`config.mk`:
```
export PLATFORM = sky130hd
export DESIGN_NAME = uds_flash_download_sequencer
export DESIGN_NICKNAME = d
export VERILOG_FILES = /design/src/rtl/uds_fds_pkg.sv /design/src/rtl/uds_fds_dp.sv /design/src/rtl/uds_fds_ctrl.sv /design/src/rtl/uds_flash_download_sequencer.sv
export SDC_FILE = /design/constraint.sdc
export NUM_CORES = 2
export LEC_CHECK = 0
export BUFFER_PORTS_ARGS = -buffer_cell sky130_fd_sc_hd__buf_4
export CORE_ASPECT_RATIO = 2
export CORE_UTILIZATION = 55
export DETAILED_ROUTE_END_ITERATION = 8
export PLACE_DENSITY = 0.78
export SLEW_MARGIN = 20
export SYNTH_ARGS = -nofsm -noshare
export SYNTH_HDL_FRONTEND = slang
export SYNTH_SLANG_ARGS = --single-unit
```
`constraint.sdc`:
```
create_clock -name clk_i -period 10.3 [get_ports clk_i]
set_clock_uncertainty 0.2 [all_clocks]
set_input_delay 1.545 -clock clk_i [delete_from_list [all_inputs] [get_ports clk_i]]
set_output_delay 1.545 -clock clk_i [all_outputs]
set_load 0.005 [all_outputs]
```
`src/rtl/uds_fds_pkg.sv`:
```
// ----------------------------------------------------------------------------
// Flash download sequencer package
// Shared types, codes and byte constants for the sequencer modules.
// ----------------------------------------------------------------------------
package uds_fds_pkg;

  // Register indexes on the configuration port.
  localparam logic [7:0] REG_FILE_TYPE   = 8'd0;
  localparam logic [7:0] REG_UPDATE_TYPE = 8'd1;
  localparam logic [7:0] REG_MEM_ADDR    = 8'd2;
  localparam logic [7:0] REG_MEM_SIZE    = 8'd3;
  localparam logic [7:0] REG_IMAGE_LEN   = 8'd4;
  localparam logic [7:0] REG_BEGIN_PROG  = 8'd5;
  localparam logic [7:0] REG_END_PROG    = 8'd6;
  localparam logic [7:0] REG_HAS_FS      = 8'd7;

  // Input modes.
  localparam logic [1:0] MODE_START = 2'd0;
  localparam logic [1:0] MODE_RESP  = 2'd1;
  localparam logic [1:0] MODE_DATA  = 2'd2;

  // Final status codes.
  localparam logic [1:0] ST_SUCCESS = 2'd0;
  localparam logic [1:0] ST_NEG     = 2'd1;
  localparam logic [1:0] ST_BAD_FT  = 2'd2;
  localparam logic [1:0] ST_BAD_LEN = 2'd3;

  // Service identifiers and fixed request bytes.
  localparam logic [7:0] SID_ROUTINE  = 8'h31;
  localparam logic [7:0] SID_DOWNLOAD = 8'h34;
  localparam logic [7:0] SID_TRANSFER = 8'h36;
  localparam logic [7:0] SID_EXIT     = 8'h37;
  localparam logic [7:0] BYTE_FMT     = 8'h44;
  localparam logic [7:0] BYTE_FF      = 8'hFF;
  localparam logic [7:0] BYTE_01      = 8'h01;
  localparam logic [7:0] BYTE_00      = 8'h00;
  localparam logic [15:0] CRC_INIT    = 16'hFFFF;
  localparam logic [15:0] CRC_POLY    = 16'h1021;
  localparam logic [6:0]  PROG_MAX    = 7'd100;

  typedef enum logic [2:0] {
    MSG_ERASE,
    MSG_DL,
    MSG_BLOCK,
    MSG_EXIT,
    MSG_CHECK,
    MSG_DATA
  } msg_e;

  typedef struct packed {
    logic [1:0]  file_type;
    logic [1:0]  update_type;
    logic [31:0] memory_addr;
    logic [31:0] memory_size;
    logic [31:0] image_length;
    logic [6:0]  begin_progress;
    logic [6:0]  end_progress;
    logic        has_file_system;
  } cfg_t;

  // Commands from the controller to the datapath.
  typedef struct packed {
    logic       start;      // clear sequence state, load begin progress
    logic [1:0] prog_add;   // add to progress, saturating
    logic       prog_div;   // load progress from the block fraction
    logic       prog_end;   // load end progress (shown on this word)
    logic       load_block; // take block length from the reply tail
    logic       new_block;  // bump counter, size the next block
    logic       data_step;  // CRC, count and consume one data byte
    logic       div_start;  // start the progress fraction division
    logic       latch;      // capture the incoming data byte
    msg_e       msg;        // request being emitted
    logic [3:0] idx;        // byte index within the request
  } cmd_t;

  // Status from the datapath to the controller.
  typedef struct packed {
    logic left_nz;
    logic left_one;
    logic sent_ge_len;
    logic div_busy;
    logic msg_end;
  } sts_t;

endpackage

```
`src/rtl/uds_fds_dp.sv`:
```
// ----------------------------------------------------------------------------
// Flash download sequencer datapath
// Block bookkeeping, CRC, progress arithmetic and request byte selection.
// ----------------------------------------------------------------------------
module uds_fds_dp import uds_fds_pkg::*; (
  input  logic        clk_i,
  input  logic        rst_ni,
  input  cfg_t        cfg_i,
  input  cmd_t        cmd_i,
  input  logic [15:0] tail_i,
  input  logic [7:0]  data_byte_i,
  output sts_t        sts_o,
  output logic [7:0]  byte_o,
  output logic        last_o,
  output logic [6:0]  progress_o
);

  logic [6:0]  prog_q, prog_d;
  logic [15:0] bl_q, bl_d;
  logic [7:0]  bn_q, bn_d;
  logic [15:0] left_q, left_d;
  logic [31:0] sent_q, sent_d;
  logic [15:0] crc_q, crc_d;
  logic        busy_q, busy_d;
  logic [2:0]  cnt_q, cnt_d;
  logic [38:0] rem_q, rem_d;
  logic [6:0]  quo_q, quo_d;
  logic [7:0]  db_q;

  logic [31:0] len, sent_cap, rem_img, chunk32;
  logic [8:0]  span9, pdiv, padd;
  logic [6:0]  span, frac, end_sat, beg_sat;
  logic [38:0] prod, dvs;
  logic [15:0] crc_n;
  logic [3:0]  ek;
  logic        msg_end;

  function automatic logic [6:0] sat100(input logic [8:0] v);
    return (v > 9'(PROG_MAX)) ? PROG_MAX : v[6:0];
  endfunction

  function automatic logic [7:0] be_byte(input logic [31:0] v, input logic [1:0] k);
    unique case (k)
      2'd0:    return v[31:24];
      2'd1:    return v[23:16];
      2'd2:    return v[15:8];
      default: return v[7:0];
    endcase
  endfunction

  assign len      = cfg_i.image_length;
  assign sent_cap = (sent_q < len) ? sent_q : len;
  assign rem_img  = (sent_q < len) ? (len - sent_q) : 32'd0;
  assign chunk32  = (rem_img < ({16'd0, bl_q} - 32'd2)) ? rem_img : ({16'd0, bl_q} - 32'd2);
  assign span9    = {2'b00, cfg_i.end_progress} - {2'b00, cfg_i.begin_progress} - 9'd4;
  assign span     = span9[8] ? 7'd0 : span9[6:0];
  assign prod     = 39'(span) * 39'(sent_cap);
  assign dvs      = {7'd0, len} << cnt_q;
  assign frac     = (len == 32'd0) ? span : quo_q;
  assign pdiv     = {2'b00, cfg_i.begin_progress} + 9'd2 + {2'b00, frac};
  assign padd     = {2'b00, prog_q} + {7'd0, cmd_i.prog_add};
  assign end_sat  = sat100({2'b00, cfg_i.end_progress});
  assign beg_sat  = sat100({2'b00, cfg_i.begin_progress});

  always_comb begin
    logic [15:0] c;
    c = crc_q ^ {db_q, 8'h00};
    for (int i = 0; i < 8; i++) begin
      c = c[15] ? ((c << 1) ^ CRC_POLY) : (c << 1);
    end
    crc_n = c;
  end

  always_comb begin
    prog_d = prog_q;
    bl_d   = bl_q;
    bn_d   = bn_q;
    left_d = left_q;
    sent_d = sent_q;
    crc_d  = crc_q;
    busy_d = busy_q;
    cnt_d  = cnt_q;
    rem_d  = rem_q;
    quo_d  = quo_q;
    if (cmd_i.start) begin
      bl_d = '0; bn_d = '0; left_d = '0; sent_d = '0; crc_d = CRC_INIT;
      prog_d = beg_sat;
    end
    if (cmd_i.prog_add != 2'd0) prog_d = sat100(padd);
    if (cmd_i.prog_div) prog_d = sat100(pdiv);
    if (cmd_i.prog_end) prog_d = end_sat;
    if (cmd_i.load_block) begin
      bl_d = tail_i; sent_d = '0; crc_d = CRC_INIT;
    end
    if (cmd_i.new_block) begin
      bn_d   = bn_q + 8'd1;
      left_d = chunk32[15:0];
    end
    if (cmd_i.data_step) begin
      crc_d  = crc_n;
      sent_d = sent_q + 32'd1;
      left_d = left_q - 16'd1;
    end
    if (cmd_i.div_start) begin
      busy_d = 1'b1; cnt_d = 3'd6; rem_d = prod; quo_d = '0;
    end else if (busy_q) begin
      if (rem_q >= dvs) begin
        rem_d = rem_q - dvs;
        quo_d[cnt_q] = 1'b1;
      end
      if (cnt_q == 3'd0) busy_d = 1'b0;
      else cnt_d = cnt_q - 3'd1;
    end
  end

  always_ff @(posedge clk_i or negedge rst_ni) begin
    if (!rst_ni) begin
      prog_q <= '0; bl_q <= '0; bn_q <= '0; left_q <= '0; sent_q <= '0;
      crc_q  <= CRC_INIT; busy_q <= 1'b0; cnt_q <= '0;
    end else begin
      prog_q <= prog_d; bl_q <= bl_d; bn_q <= bn_d; left_q <= left_d;
      sent_q <= sent_d; crc_q <= crc_d; busy_q <= busy_d; cnt_q <= cnt_d;
    end
  end

  always_ff @(posedge clk_i) begin
    rem_q <= rem_d;
    quo_q <= quo_d;
    if (cmd_i.latch) db_q <= data_byte_i;
  end

  // Erase request skips the format byte unless update type 2 is selected.
  assign ek = (cfg_i.update_type != 2'd2 && cmd_i.idx >= 4'd4) ? cmd_i.idx + 4'd1 : cmd_i.idx;

  always_comb begin
    byte_o = BYTE_00;
    last_o = 1'b0;
    msg_end = 1'b0;
    unique case (cmd_i.msg)
      MSG_ERASE: begin
        priority if (ek == 4'd0) byte_o = SID_ROUTINE;
        else if (ek == 4'd1) byte_o = BYTE_01;
        else if (ek == 4'd2) byte_o = BYTE_FF;
        else if (ek == 4'd3) byte_o = BYTE_00;
        else if (ek == 4'd4) byte_o = BYTE_FMT;
        else if (ek <= 4'd8) byte_o = be_byte(cfg_i.memory_addr, 2'(ek - 4'd5));
        else byte_o = be_byte(cfg_i.memory_size, 2'(ek - 4'd9));
        last_o = (ek == 4'd12);
        msg_end = last_o;
      end
      MSG_DL: begin
        priority if (cmd_i.idx == 4'd0) byte_o = SID_DOWNLOAD;
        else if (cmd_i.idx == 4'd1) byte_o = BYTE_00;
        else if (cmd_i.idx == 4'd2) byte_o = BYTE_FMT;
        else if (cmd_i.idx <= 4'd6) byte_o = be_byte(cfg_i.memory_addr, 2'(cmd_i.idx - 4'd3));
        else byte_o = be_byte(cfg_i.memory_size, 2'(cmd_i.idx - 4'd7));
        last_o = (cmd_i.idx == 4'd10);
        msg_end = last_o;
      end
      MSG_BLOCK: begin
        byte_o = (cmd_i.idx == 4'd0) ? SID_TRANSFER : bn_q;
        last_o = (cmd_i.idx == 4'd1) && (left_q == 16'd0);
        msg_end = (cmd_i.idx == 4'd1);
      end
      MSG_EXIT: begin
        byte_o = SID_EXIT;
        last_o = 1'b1;
        msg_end = 1'b1;
      end
      MSG_CHECK: begin
        priority if (cmd_i.idx == 4'd0) byte_o = SID_ROUTINE;
        else if (cmd_i.idx == 4'd1) byte_o = BYTE_01;
        else if (cmd_i.idx == 4'd2) byte_o = BYTE_FF;
        else if (cmd_i.idx == 4'd3) byte_o = BYTE_01;
        else if (cmd_i.idx <= 4'd7) byte_o = be_byte(cfg_i.memory_addr, 2'(cmd_i.idx - 4'd4));
        else if (cmd_i.idx <= 4'd11) byte_o = be_byte(cfg_i.memory_size, 2'(cmd_i.idx - 4'd8));
        else if (cmd_i.idx == 4'd12) byte_o = crc_q[15:8];
        else byte_o = crc_q[7:0];
        last_o = (cmd_i.idx == 4'd13);
        msg_end = last_o;
      end
      default: begin
        byte_o = db_q;
        last_o = (left_q == 16'd1);
        msg_end = 1'b1;
      end
    endcase
  end

  assign sts_o = '{left_nz:     (left_q != 16'd0),
                   left_one:    (left_q == 16'd1),
                   sent_ge_len: (sent_q >= len),
                   div_busy:    busy_q,
                   msg_end:     msg_end};
  assign progress_o = cmd_i.prog_end ? end_sat : prog_q;

  assert property (@(posedge clk_i) disable iff (!rst_ni)
    cmd_i.data_step |-> left_q != 16'd0)
    else $error("data byte consumed with no room left in block");
  assert property (@(posedge clk_i) disable iff (!rst_ni)
    cmd_i.div_start |=> busy_q && cnt_q == 3'd6)
    else $error("divider did not start");
  assert property (@(posedge clk_i) disable iff (!rst_ni)
    cmd_i.load_block |=> crc_q == CRC_INIT && sent_q == 32'd0)
    else $error("block load did not clear CRC and count");

endmodule

```
`src/rtl/uds_fds_ctrl.sv`:
```
// ----------------------------------------------------------------------------
// Flash download sequencer controller
// Phase tracking and word emission sequencing.
// ----------------------------------------------------------------------------
module uds_fds_ctrl import uds_fds_pkg::*; (
  input  logic        clk_i,
  input  logic        rst_ni,
  input  cfg_t        cfg_i,
  input  logic        accept_i,
  input  logic [1:0]  mode_i,
  input  logic        resp_ok_i,
  input  logic [7:0]  resp_length_i,
  input  logic [15:0] resp_tail_i,
  input  sts_t        sts_i,
  input  logic        out_free_i,
  output logic        idle_o,
  output cmd_t        cmd_o,
  output logic        push_o,
  output logic        has_byte_o,
  output logic        done_o,
  output logic [1:0]  status_o
);

  typedef enum logic [2:0] {
    S_IDLE, S_EMIT, S_BLK, S_DIV, S_FIN
  } state_e;

  typedef enum logic [2:0] {
    PH_IDLE, PH_ERASE, PH_DL, PH_DATA, PH_BLOCK, PH_EXIT, PH_CHECK, PH_DONE
  } phase_e;

  state_e     state_q, state_d;
  phase_e     phase_q, phase_d;
  msg_e       msg_q, msg_d;
  logic [3:0] idx_q, idx_d;
  logic [1:0] st_q, st_d;
  logic       ok_q, ok_d;
  logic       ft_erase, bad_len;

  assign ft_erase = (cfg_i.file_type == 2'd2) || (cfg_i.file_type == 2'd3);
  assign bad_len  = !((resp_length_i == 8'd4) || (resp_length_i == 8'd6)) ||
                    (resp_tail_i < 16'd3);

  always_comb begin
    state_d = state_q; phase_d = phase_q; msg_d = msg_q; idx_d = idx_q;
    st_d = st_q; ok_d = ok_q;
    cmd_o = '0;
    cmd_o.msg = msg_q;
    cmd_o.idx = idx_q;
    push_o = 1'b0; has_byte_o = 1'b0; done_o = 1'b0; status_o = ST_SUCCESS;
    unique case (state_q)
      S_IDLE: if (accept_i) begin
        cmd_o.latch = 1'b1;
        idx_d = '0;
        unique case (mode_i)
          MODE_START: begin
            cmd_o.start = 1'b1;
            priority if (cfg_i.file_type == 2'd1) begin
              phase_d = PH_DL; msg_d = MSG_DL; state_d = S_EMIT;
            end else if (ft_erase) begin
              phase_d = PH_ERASE; msg_d = MSG_ERASE; state_d = S_EMIT;
            end else begin
              st_d = ST_BAD_FT; state_d = S_FIN;
            end
          end
          MODE_RESP: begin
            unique case (phase_q)
              PH_ERASE: begin
                cmd_o.prog_add = 2'd1;
                if (resp_ok_i) begin
                  phase_d = PH_DL; msg_d = MSG_DL; state_d = S_EMIT;
                end else begin
                  st_d = ST_NEG; state_d = S_FIN;
                end
              end
              PH_DL: begin
                cmd_o.prog_add = 2'd1;
                priority if (!resp_ok_i) begin
                  st_d = ST_NEG; state_d = S_FIN;
                end else if (bad_len) begin
                  st_d = ST_BAD_LEN; state_d = S_FIN;
                end else begin
                  cmd_o.load_block = 1'b1; state_d = S_BLK;
                end
              end
              PH_BLOCK: begin
                cmd_o.div_start = 1'b1; ok_d = resp_ok_i; state_d = S_DIV;
              end
              PH_EXIT: begin
                priority if (!resp_ok_i) begin
                  cmd_o.prog_add = 2'd1; st_d = ST_NEG; state_d = S_FIN;
                end else if (ft_erase) begin
                  cmd_o.prog_add = 2'd2;
                  phase_d = PH_CHECK; msg_d = MSG_CHECK; state_d = S_EMIT;
                end else begin
                  cmd_o.prog_add = 2'd1; st_d = ST_SUCCESS; state_d = S_FIN;
                end
              end
              PH_CHECK: begin
                st_d = (resp_ok_i || cfg_i.has_file_system) ? ST_SUCCESS : ST_NEG;
                state_d = S_FIN;
              end
              default: ;
            endcase
          end
          MODE_DATA: begin
            if (phase_q == PH_DATA && sts_i.left_nz) begin
              msg_d = MSG_DATA; state_d = S_EMIT;
            end
          end
          default: ;
        endcase
      end
      S_BLK: begin
        cmd_o.new_block = 1'b1;
        msg_d = MSG_BLOCK; idx_d = '0; state_d = S_EMIT;
      end
      S_DIV: if (!sts_i.div_busy) begin
        cmd_o.prog_div = 1'b1;
        priority if (!ok_q) begin
          st_d = ST_NEG; state_d = S_FIN;
        end else if (sts_i.sent_ge_len) begin
          phase_d = PH_EXIT; msg_d = MSG_EXIT; idx_d = '0; state_d = S_EMIT;
        end else begin
          state_d = S_BLK;
        end
      end
      S_EMIT: if (out_free_i) begin
        push_o = 1'b1; has_byte_o = 1'b1;
        idx_d = idx_q + 4'd1;
        if (msg_q == MSG_DATA) begin
          cmd_o.data_step = 1'b1;
          if (sts_i.left_one) phase_d = PH_BLOCK;
        end
        if (sts_i.msg_end) begin
          state_d = S_IDLE;
          if (msg_q == MSG_BLOCK) phase_d = sts_i.left_nz ? PH_DATA : PH_BLOCK;
        end
      end
      default: if (out_free_i) begin
        push_o = 1'b1; done_o = 1'b1; status_o = st_q;
        cmd_o.prog_end = (st_q == ST_SUCCESS);
        phase_d = PH_DONE; state_d = S_IDLE;
      end
    endcase
  end

  always_ff @(posedge clk_i or negedge rst_ni) begin
    if (!rst_ni) begin
      state_q <= S_IDLE; phase_q <= PH_IDLE; msg_q <= MSG_ERASE;
      idx_q <= '0; st_q <= ST_SUCCESS; ok_q <= 1'b0;
    end else begin
      state_q <= state_d; phase_q <= phase_d; msg_q <= msg_d;
      idx_q <= idx_d; st_q <= st_d; ok_q <= ok_d;
    end
  end

  assign idle_o = (state_q == S_IDLE);

  assert property (@(posedge clk_i) disable iff (!rst_ni)
    state_q == S_IDLE |-> !sts_i.div_busy)
    else $error("idle while the divider is running");
  assert property (@(posedge clk_i) disable iff (!rst_ni)
    push_o |-> out_free_i)
    else $error("word pushed into an occupied output register");
  assert property (@(posedge clk_i) disable iff (!rst_ni)
    phase_q == PH_DATA && state_q == S_IDLE |-> sts_i.left_nz)
    else $error("streaming phase with an empty block");

endmodule

```
`src/rtl/uds_flash_download_sequencer.sv`:
```
// ----------------------------------------------------------------------------
// Diagnostic flash download sequencer
// Client side of a flash download: erase, request download, transfer blocks
// with a running CRC16, transfer exit and dependency check.
// ----------------------------------------------------------------------------
//  Channel  | Direction | Handshake            | Word
//  cfg      | in        | cfg_valid/cfg_ready  | register index and data
//  in       | in        | in_valid/in_ready    | mode, response fields, data byte
//  out      | out       | out_valid/out_ready  | one request byte or final status
//
// Each input word is taken only while the controller is idle; the request
// bytes it causes leave one per cycle while the output register is free. A
// transfer block reply runs the progress fraction through a seven-step
// restoring divider, and through the block sizing state as well when a
// further block has to be sized. A data byte is latched, then sent.
// Reset clears all sequence state; configuration returns to its defaults.
// A stalled output register holds the controller in its emit or status
// state; no input word is taken until the current one's words are pushed.
module uds_flash_download_sequencer import uds_fds_pkg::*; (
  input  logic        clk_i,
  input  logic        rst_ni,
  input  logic        cfg_valid_i,
  output logic        cfg_ready_o,
  input  logic [7:0]  cfg_index_i,
  input  logic [31:0] cfg_data_i,
  input  logic        in_valid_i,
  output logic        in_ready_o,
  input  logic [1:0]  mode_i,
  input  logic        resp_ok_i,
  input  logic [7:0]  resp_length_i,
  input  logic [15:0] resp_tail_i,
  input  logic [7:0]  data_byte_i,
  output logic        out_valid_o,
  input  logic        out_ready_i,
  output logic        has_byte_o,
  output logic [7:0]  req_byte_o,
  output logic        req_last_o,
  output logic [6:0]  progress_o,
  output logic        done_res_o,
  output logic [1:0]  status_o
);

  cfg_t       cfg_q;
  cmd_t       cmd;
  sts_t       sts;
  logic       idle, accept, push, out_free;
  logic       c_has, c_done, d_last;
  logic [1:0] c_status;
  logic [7:0] d_byte;
  logic [6:0] d_prog;
  logic       out_valid_q;
  logic       has_byte_q, req_last_q, done_q;
  logic [7:0] req_byte_q;
  logic [6:0] prog_q;
  logic [1:0] status_q;

  // The register file is always ready; registers are only to be written
  // while no word is in flight.
  assign cfg_ready_o = 1'b1;

  always_ff @(posedge clk_i or negedge rst_ni) begin
    if (!rst_ni) begin
      cfg_q.file_type       <= 2'd1;
      cfg_q.update_type     <= 2'd1;
      cfg_q.memory_addr     <= '0;
      cfg_q.memory_size     <= '0;
      cfg_q.image_length    <= '0;
      cfg_q.begin_progress  <= '0;
      cfg_q.end_progress    <= PROG_MAX;
      cfg_q.has_file_system <= 1'b0;
    end else if (cfg_valid_i) begin
      unique case (cfg_index_i)
        REG_FILE_TYPE:   cfg_q.file_type       <= cfg_data_i[1:0];
        REG_UPDATE_TYPE: cfg_q.update_type     <= cfg_data_i[1:0];
        REG_MEM_ADDR:    cfg_q.memory_addr     <= cfg_data_i;
        REG_MEM_SIZE:    cfg_q.memory_size     <= cfg_data_i;
        REG_IMAGE_LEN:   cfg_q.image_length    <= cfg_data_i;
        REG_BEGIN_PROG:  cfg_q.begin_progress  <= cfg_data_i[6:0];
        REG_END_PROG:    cfg_q.end_progress    <= cfg_data_i[6:0];
        REG_HAS_FS:      cfg_q.has_file_system <= cfg_data_i[0];
        default: ;
      endcase
    end
  end

  // Input words are only taken while the controller is waiting.
  assign in_ready_o = idle;
  assign accept     = in_valid_i && idle;

  // The output register frees up in the same cycle its word is taken.
  assign out_free = !out_valid_q || out_ready_i;

  uds_fds_ctrl u_ctrl (
    .clk_i,
    .rst_ni,
    .cfg_i         (cfg_q),
    .accept_i      (accept),
    .mode_i,
    .resp_ok_i,
    .resp_length_i,
    .resp_tail_i,
    .sts_i         (sts),
    .out_free_i    (out_free),
    .idle_o        (idle),
    .cmd_o         (cmd),
    .push_o        (push),
    .has_byte_o    (c_has),
    .done_o        (c_done),
    .status_o      (c_status)
  );

  uds_fds_dp u_dp (
    .clk_i,
    .rst_ni,
    .cfg_i       (cfg_q),
    .cmd_i       (cmd),
    .tail_i      (resp_tail_i),
    .data_byte_i,
    .sts_o       (sts),
    .byte_o      (d_byte),
    .last_o      (d_last),
    .progress_o  (d_prog)
  );

  always_ff @(posedge clk_i or negedge rst_ni) begin
    if (!rst_ni) begin
      out_valid_q <= 1'b0;
    end else if (push) begin
      out_valid_q <= 1'b1;
    end else if (out_ready_i) begin
      out_valid_q <= 1'b0;
    end
  end

  // A status word carries no byte, so byte and last are forced low there.
  always_ff @(posedge clk_i) begin
    if (push) begin
      has_byte_q <= c_has;
      req_byte_q <= c_has ? d_byte : BYTE_00;
      req_last_q <= c_has && d_last;
      prog_q     <= d_prog;
      done_q     <= c_done;
      status_q   <= c_status;
    end
  end

  assign out_valid_o = out_valid_q;
  assign has_byte_o  = has_byte_q;
  assign req_byte_o  = req_byte_q;
  assign req_last_o  = req_last_q;
  assign progress_o  = prog_q;
  assign done_res_o  = done_q;
  assign status_o    = status_q;

  assert property (@(posedge clk_i) disable iff (!rst_ni)
    out_valid_o && done_res_o |-> !has_byte_o)
    else $error("status word carries a request byte");
  assert property (@(posedge clk_i) disable iff (!rst_ni)
    out_valid_o && !done_res_o |-> status_o == ST_SUCCESS)
    else $error("status reported on a byte word");
  assert property (@(posedge clk_i) disable iff (!rst_ni)
    out_valid_o |-> progress_o <= PROG_MAX)
    else $error("progress above one hundred");

endmodule

```
Word level (Yosys, flattened, before mapping)
Index checks and enable logic that the tools add are counted.

operators by class
  reductions and logical operators = 65
  eq/ne operators = 76
  add/sub/neg operators = 19
  magnitude comparators = 16
  shift-type cells = 1
  multiply operators = 1
  bitwise gates (word level) = 12
  divide/modulo/power cells = 0
  multiplexer cells = 172

operator list
  cell                                                                    count
  32-bit two-way mux                                                      5
  8-bit two-way mux                                                       20
  8-bit one-hot mux with 3 select lines                                   6
  3-bit two-way mux                                                       44
  16-bit two-way mux                                                      8
  39-bit two-way mux                                                      3
  13-bit two-way mux                                                      8
  7-bit two-way mux                                                       11
  32-bit less-than comparator                                             2
  8-bit by 3-bit equality test with 1-bit output (second input constant)  6
  8-bit one-hot mux with 5 select lines                                   1
  39-bit >= comparator                                                    1
  7-bit by 32-bit multiplier with 39-bit output                           1
  32-bit by 3-bit << shifter with 39-bit output                           1
  39-bit subtractor                                                       1
  32-bit by 1-bit adder with 32-bit output (second input constant)        1
  32-bit >= comparator                                                    1
  32-bit zero test                                                        1
  2-bit two-way mux                                                       16
  32-bit subtractor                                                       1
  1-bit two-way mux                                                       27
  3-bit one-hot mux with 3 select lines                                   3
  4-bit two-way mux                                                       6
  3-bit NOT                                                               8
  other kinds (80)                                                        180

storage, ports and cells
  logic and storage cells = 394
  output and inout port bits = 23
  latch bits = 0
  flip-flop bits (word level) = 305
  memories kept = 0
  RAM bits = 0
  bits of input ports = 80
  bits in read-only memories = 0

Logic depth before layout (Yosys ltp)
  word-level depth = 18
  depth in mapped cells = 34
  depth with buffers taken out = 31

Cells and area by module
Synthesis repeated with hierarchy kept, for this count alone.

second synthesis, totals
  cells, all modules = 3409
  area total of the unflattened synthesis = 30209.0 µm²

by module, submodules not included
  module                        cells an instance  times used  seq. area each (µm²)  area each (µm²)
  uds_fds_dp                    2921               1           4048.9                23608.9
  uds_flash_download_sequencer  292                1           3509.6                5082.4
  uds_fds_ctrl                  196                1           400.4                 1517.7

Worst setup path before layout
OpenSTA, ideal clock, no wires.

  path kind = flip-flop to flip-flop
  start = reg cfg_q[9] (netlist name)
  end = reg u_dp.rem_q[34] (data pin)
  slack = 2.661 ns
  clock period less this slack = 7.639 ns
  setup time = 0.255 ns
  buffers on the path = 4
  data arrival time = 7.184 ns
  cell stages (with the launch flop) = 33
  data required time = 9.845 ns
  cells stage by stage = dfrtp_1 -> inv_1 -> ha_1 -> nor2b_1 -> o21ai_1 -> nand2b_1 -> a21o_1 -> a21o_1 -> xor2_1 -> or3b_1 -> buf_2 -> o21a_4 -> buf_2 -> nand2_4 -> buf_4 -> nor2_1 -> fa_1 -> fa_1 -> fa_1 -> inv_1 -> fa_1 -> inv_1 -> ha_1 -> clkbuf_1 -> and3_1 -> a221oi_1 -> o31ai_1 -> a221oi_1 -> a21o_1 -> o21a_1 -> o21bai_1 -> a211o_1 -> a31o_1

on the way
  longest elaborated chain between the ends = 5

RTL lines
  what                                           RTL line                            RTL
  from (decl)                                    uds_flash_download_sequencer.sv:43  cfg_t cfg_q;
  7-bit by 7-bit subtractor with 8-bit output    uds_fds_dp.sv:55                    assign span9 = {2'b00, cfg_i.end_progress} - {2'b00, cfg_i.begin_progress} - 9'd4;
  9-bit by 3-bit subtractor with 9-bit output    uds_fds_dp.sv:55
  7-bit two-way mux                              uds_fds_dp.sv:56                    assign span = span9[8] ? 7'd0 : span9[6:0];
  7-bit by 32-bit multiplier with 39-bit output  uds_fds_dp.sv:57                    assign prod = 39'(span) * 39'(sent_cap);
  39-bit two-way mux                             uds_fds_dp.sv:104                   if (cmd_i.div_start) begin
  net u_dp.rem_d[34]                             uds_fds_dp.sv:26                    logic [38:0] rem_q, rem_d;
  to (signal assigned)                           uds_fds_dp.sv:127                   rem_q <= rem_d;
  to (decl)                                      uds_fds_dp.sv:26

The timed path passes the listed nets, and every way through them passes these cells.
A chain may end at the register's enable or synchronous reset.

Final worst setup path
  start = reg cfg_q[1] (netlist name)
  end = reg u_dp.rem_q[34] (data pin)

The elaborated chain is that of the path after synthesis.

==> out/qor.txt <==
======================================================================================================
Area of the core ........................................................................   0.0529 mm²
Clock network fraction of total power ...................................................        0.158
Final Critical Period ...................................................................      9.56 ns
Wire length of the first global-routing pass ............................................       155 mm
Setup tns final .........................................................................         0 ns
Max transition margin ...................................................................        0.239
Buffers added on ports ..................................................................          100
Fraction of registers with async set/reset ..............................................        0.757
Cell-internal power .....................................................................      3.68 mW
Share of the yosys chip area belonging to registers .....................................        0.269
TritonCTS clock tree ....................................................................          yes
Synthesis-to-finish area growth .........................................................        8.13%
Yosys top cell by area .................................................................. sky130_fd_sc_hd__dfrtp_1
Area fraction of the dominant cell type after synthesis .................................        0.178
Largest fanout on the critical path .....................................................           15
Max Clk Rate ............................................................................      105 MHz
Crit. End Element .......................................................................    flip-flop
Number of global-route vias before repair ...............................................        27500
Hold buffers post-CTS ...................................................................            0
Number of enable-type register cells in the synthesized netlist .........................           67
Number of max-slew violations in the final report .......................................            0
Fillers .................................................................................         4627
Post-synthesis instance total ...........................................................         3388
Net count after synthesis ...............................................................         3815
Cells resized by post-CTS repair ........................................................            0
Root Driver ............................................................................. sky130_fd_sc_hd__clkbuf_16
Worst Slack Setup Final .................................................................     0.736 ns
Kind of launch point of the worst setup path ............................................    flip-flop
Most numerous cell in the Yosys netlist ................................................. sky130_fd_sc_hd__nor2_1
Number of clock sinks seen by CTS .......................................................          305
Flip-flop cell with the highest count after synthesis ................................... sky130_fd_sc_hd__dfrtp_1
Row cnt .................................................................................          119
Cell Area, Placed .......................................................................   0.0310 mm²
Violation count after the first detailed-routing iteration ..............................         2195
Ports placed on the boundary ............................................................          103
Pre-CTS WS ..............................................................................      1.18 ns
Count of buffers added by post-CTS timing repair for setup ..............................            0
Total via count after detailed routing ..................................................        27000
Worst path required time ................................................................     10.47 ns
Top cells by area, synth ................................................................ sky130_fd_sc_hd__dfrtp_1, sky130_fd_sc_hd__fa_1, sky130_fd_sc_hd__ha_1, sky130_fd_sc_hd__edfxtp_1, sky130_fd_sc_hd__nor2_1
Routed len/inst .........................................................................      24.7 µm
Largest net degree at the start of global routing .......................................          113
Net total in the final layout ...........................................................         3846
Combinational Power Share ...............................................................        0.587
Remaining antenna violation count after routing .........................................            0
Min-delay worst type ....................................................................      reg2reg
Static leakage power ....................................................................      14.6 nW
Most used standard cells in the synthesized netlist ..................................... sky130_fd_sc_hd__nor2_1, sky130_fd_sc_hd__nand2_1, sky130_fd_sc_hd__inv_1, sky130_fd_sc_hd__a21oi_1, sky130_fd_sc_hd__dfrtp_1
Source-to-sink clock delay at the later pin of the worst-skew pair ......................      0.62 ns
Count of final setup violators ..........................................................            0
Status .................................................................................. complete, no violations
Finished layout cell area ...............................................................   0.0320 mm²
Maximum level of the CTS H-tree .........................................................            1
Number of vias per cell after detailed routing ..........................................         6.56
Startpoint-to-endpoint class of the critical path .......................................      reg2reg
Combined global-route utilization of all metal layers ...................................        0.374
Number of buffers inserted during clock tree synthesis ..................................           29
Maximum VDD drop ........................................................................       234 µV
Netlist area before placement ...........................................................   0.0296 mm²
Post-detailed-routing wire length .......................................................       102 mm
Synth Warn # ............................................................................            0
Slew @ Worst Pin ........................................................................      1.13 ns
Ratio of total power to cell area .......................................................   224 mW/mm²
Final weighted congestion in routability-driven placement ...............................         1.09
Post-synthesis register bit count .......................................................          305
Clock transition at the register clock pins on the worst setup and hold paths after CTS .      0.07 ns
Switching power total ...................................................................      3.47 mW
Die area ................................................................................   0.0547 mm²
Detailed-placement wirelength estimate ..................................................      77.8 mm
Number of buffers between clock root and the deepest sink ...............................            3
Die Span Y ..............................................................................       330 µm
Remaining global-route overflow .........................................................            0
Mean instance size in the synthesized netlist ...........................................     8.72 µm²
Final Power .............................................................................      7.15 mW
Number of maximum-capacitance violations ................................................            0
Remaining routing DRC violations ........................................................            0
Horizontal extent of the die ............................................................       166 µm
Number of hold violations in the final report ...........................................            0
Setup repair after global routing missed its margin .....................................        false
Starting density of the core ............................................................        0.559
Number of iterations in the first detailed-routing pass .................................            8
Number of distinct standard cells referenced by the synthesized netlist .................           99
Number of antenna violations at the first check in global routing .......................            3
Switch share ............................................................................        0.485
Period Utilization, post-route ..........................................................        0.928
Sequential share of power ...............................................................        0.255
Final Core Density ......................................................................        0.605
Worst EP arrival ........................................................................      9.73 ns
Fraction of layout cells with a size suffix above 1 .....................................        0.126
======================================================================================================
-- power groups by stage --
stage / Sequential [mW] / Clock, mW / Combinational [mW]
after global routing: 1.85 / 1.18 / 4.55
after CTS: 1.81 / 1.14 / 4.10
after floorplan: 1.70 / 0 / 2.99
after detailed placement: 1.83 / 0 / 4.07
after global placement: 1.82 / 0 / 4.00
final: 1.82 / 1.13 / 4.19
-- critical path, stage by stage, from the launching register on --
cell	delay [ns]
sky130_fd_sc_hd__dfrtp_1	0.43
sky130_fd_sc_hd__inv_1	0.07
sky130_fd_sc_hd__ha_1	0.22
sky130_fd_sc_hd__fa_1	0.40
sky130_fd_sc_hd__xor2_1	0.47
sky130_fd_sc_hd__ha_1	0.29
sky130_fd_sc_hd__or3b_1	0.48
sky130_fd_sc_hd__o21a_4	0.33
sky130_fd_sc_hd__nand2b_1	0.74
sky130_fd_sc_hd__nor2_1	0.17
sky130_fd_sc_hd__fa_1	0.60
sky130_fd_sc_hd__fa_1	0.44
sky130_fd_sc_hd__fa_1	0.55
sky130_fd_sc_hd__inv_1	0.05
sky130_fd_sc_hd__fa_1	0.53
sky130_fd_sc_hd__inv_1	0.04
sky130_fd_sc_hd__ha_1	0.36
sky130_fd_sc_hd__a21o_1	0.20
sky130_fd_sc_hd__a221oi_1	0.56
sky130_fd_sc_hd__o31ai_1	0.14
sky130_fd_sc_hd__a221oi_1	0.91
sky130_fd_sc_hd__a21o_1	0.27
sky130_fd_sc_hd__o21a_1	0.24
sky130_fd_sc_hd__o21bai_1	0.09
sky130_fd_sc_hd__a211o_1	0.30
sky130_fd_sc_hd__a31o_1	0.21
-- area by class of cell --
cell class / count / area, µm² / area share
flip-flops and latches: 305 / 7960 / 0.249
inverters: 251 / 942 / 0.0295
repair buffers: 154 / 1180 / 0.0369
diodes: 2 / 5.00 / 0.000157
multi-input cells: 2678 / 20100 / 0.628
well taps: 665 / 832 / 0.0260
clock inverters: 13 / 96.3 / 0.00301
clock buffers: 41 / 875 / 0.0274
-- kinds of logic (layout without fill, tap and decap cells) --
kind of cell	count (synthesis)	count (layout)	share of synthesized area
adder cells (fa/ha/maj)	347	347	0.186
other	1	3	0.000127
XOR/XNOR	151	151	0.0447
multiplexers	217	217	0.0891
buffers and inverters	405	459	0.0540
AND/OR/NAND/NOR	1137	1137	0.177
AO/OA/AOI/OAI	825	825	0.180
flip-flops	305	305	0.269
-- layout by cell type (no fill, tap or decap), types with 45 or more instances in the layout --
master,count
sky130_fd_sc_hd__nor2_1,408
sky130_fd_sc_hd__nand2_1,302
sky130_fd_sc_hd__inv_1,249
sky130_fd_sc_hd__a21oi_1,234
sky130_fd_sc_hd__dfrtp_1,209
sky130_fd_sc_hd__o21ai_0,208
sky130_fd_sc_hd__ha_1,193
sky130_fd_sc_hd__fa_1,154
sky130_fd_sc_hd__buf_4,151
sky130_fd_sc_hd__mux2_2,129
sky130_fd_sc_hd__nand3_1,92
sky130_fd_sc_hd__xnor2_1,87
sky130_fd_sc_hd__edfxtp_1,67
sky130_fd_sc_hd__xor2_1,64
sky130_fd_sc_hd__mux2i_1,63
sky130_fd_sc_hd__a21o_1,62
sky130_fd_sc_hd__nor3_1,57
sky130_fd_sc_hd__o211ai_1,46
sky130_fd_sc_hd__nand4_1,45
-- through the flow --
| stage | instances | hold slack (ns) |
|---|---|---|
| global route | 4107 | 0.306 |
| global placement | 4053 | 0.241 |
| floorplan | 3388 | 0.221 |
| detailed placement | 4053 | 0.265 |
| finish | 4109 | 0.282 |
| CTS | 4107 | 0.280 |
-- sequential cells by signal, indices dropped and copies added (netlist names), 2 cells and up --
| signal | cells |
|---|---|
| u_ctrl.idx_q | 4 |
| u_dp.bl_q | 16 |
| u_ctrl.state_q | 3 |
| cfg_q | 115 |
| u_dp.cnt_q | 3 |
| u_dp.rem_q | 39 |
| u_ctrl.phase_q | 3 |
| u_dp.db_q | 8 |
| u_dp.crc_q | 16 |
| u_dp.bn_q | 8 |
| u_dp.prog_q | 7 |
| u_dp.left_q | 16 |
| u_ctrl.msg_q | 3 |
| req_byte_o | 8 |
| u_dp.sent_q | 32 |
| u_ctrl.st_q | 2 |
| status_o | 2 |
| progress_o | 7 |
| u_dp.quo_q | 7 |
-- routing by layer --
| layer | up-vias | wire, µm | track usage |
|---|---|---|---|
| met5 | - | 26 | 0 |
| met4 | 4 | 11700 | 0.380 |
| met3 | 503 | 6760 | 0.0573 |
| met2 | 1304 | 51500 | 0.676 |
| met1 | 13000 | 31600 | 0.354 |
| li1 | 12100 | - | - |
-- worst paths after layout --
check / slack (ns) / to / start / depth (start not counted)
worst max-delay path: 0.74 / u_dp.rem_q[34]$_DFFE_PP_ / cfg_q[1]$_DFFE_PN0P_ / 25
worst max register to register: 0.74 / u_dp.rem_q[34]$_DFFE_PP_ / cfg_q[1]$_DFFE_PN0P_ / 25
min in group asynchronous: 0.74 / u_dp.bl_q[5]$_DFFE_PN0P_ / rst_ni / 1
worst min-delay path: 0.28 / u_dp.quo_q[3]$_SDFFE_PP0P_ / u_dp.quo_q[3]$_SDFFE_PP0P_ / 2
max in group asynchronous: 7.76 / cfg_q[47]$_DFFE_PN0P_ / rst_ni / 2
worst min register to register: 0.28 / u_dp.quo_q[3]$_SDFFE_PP0P_ / u_dp.quo_q[3]$_SDFFE_PP0P_ / 2
(Power assumes the default switching activity.)
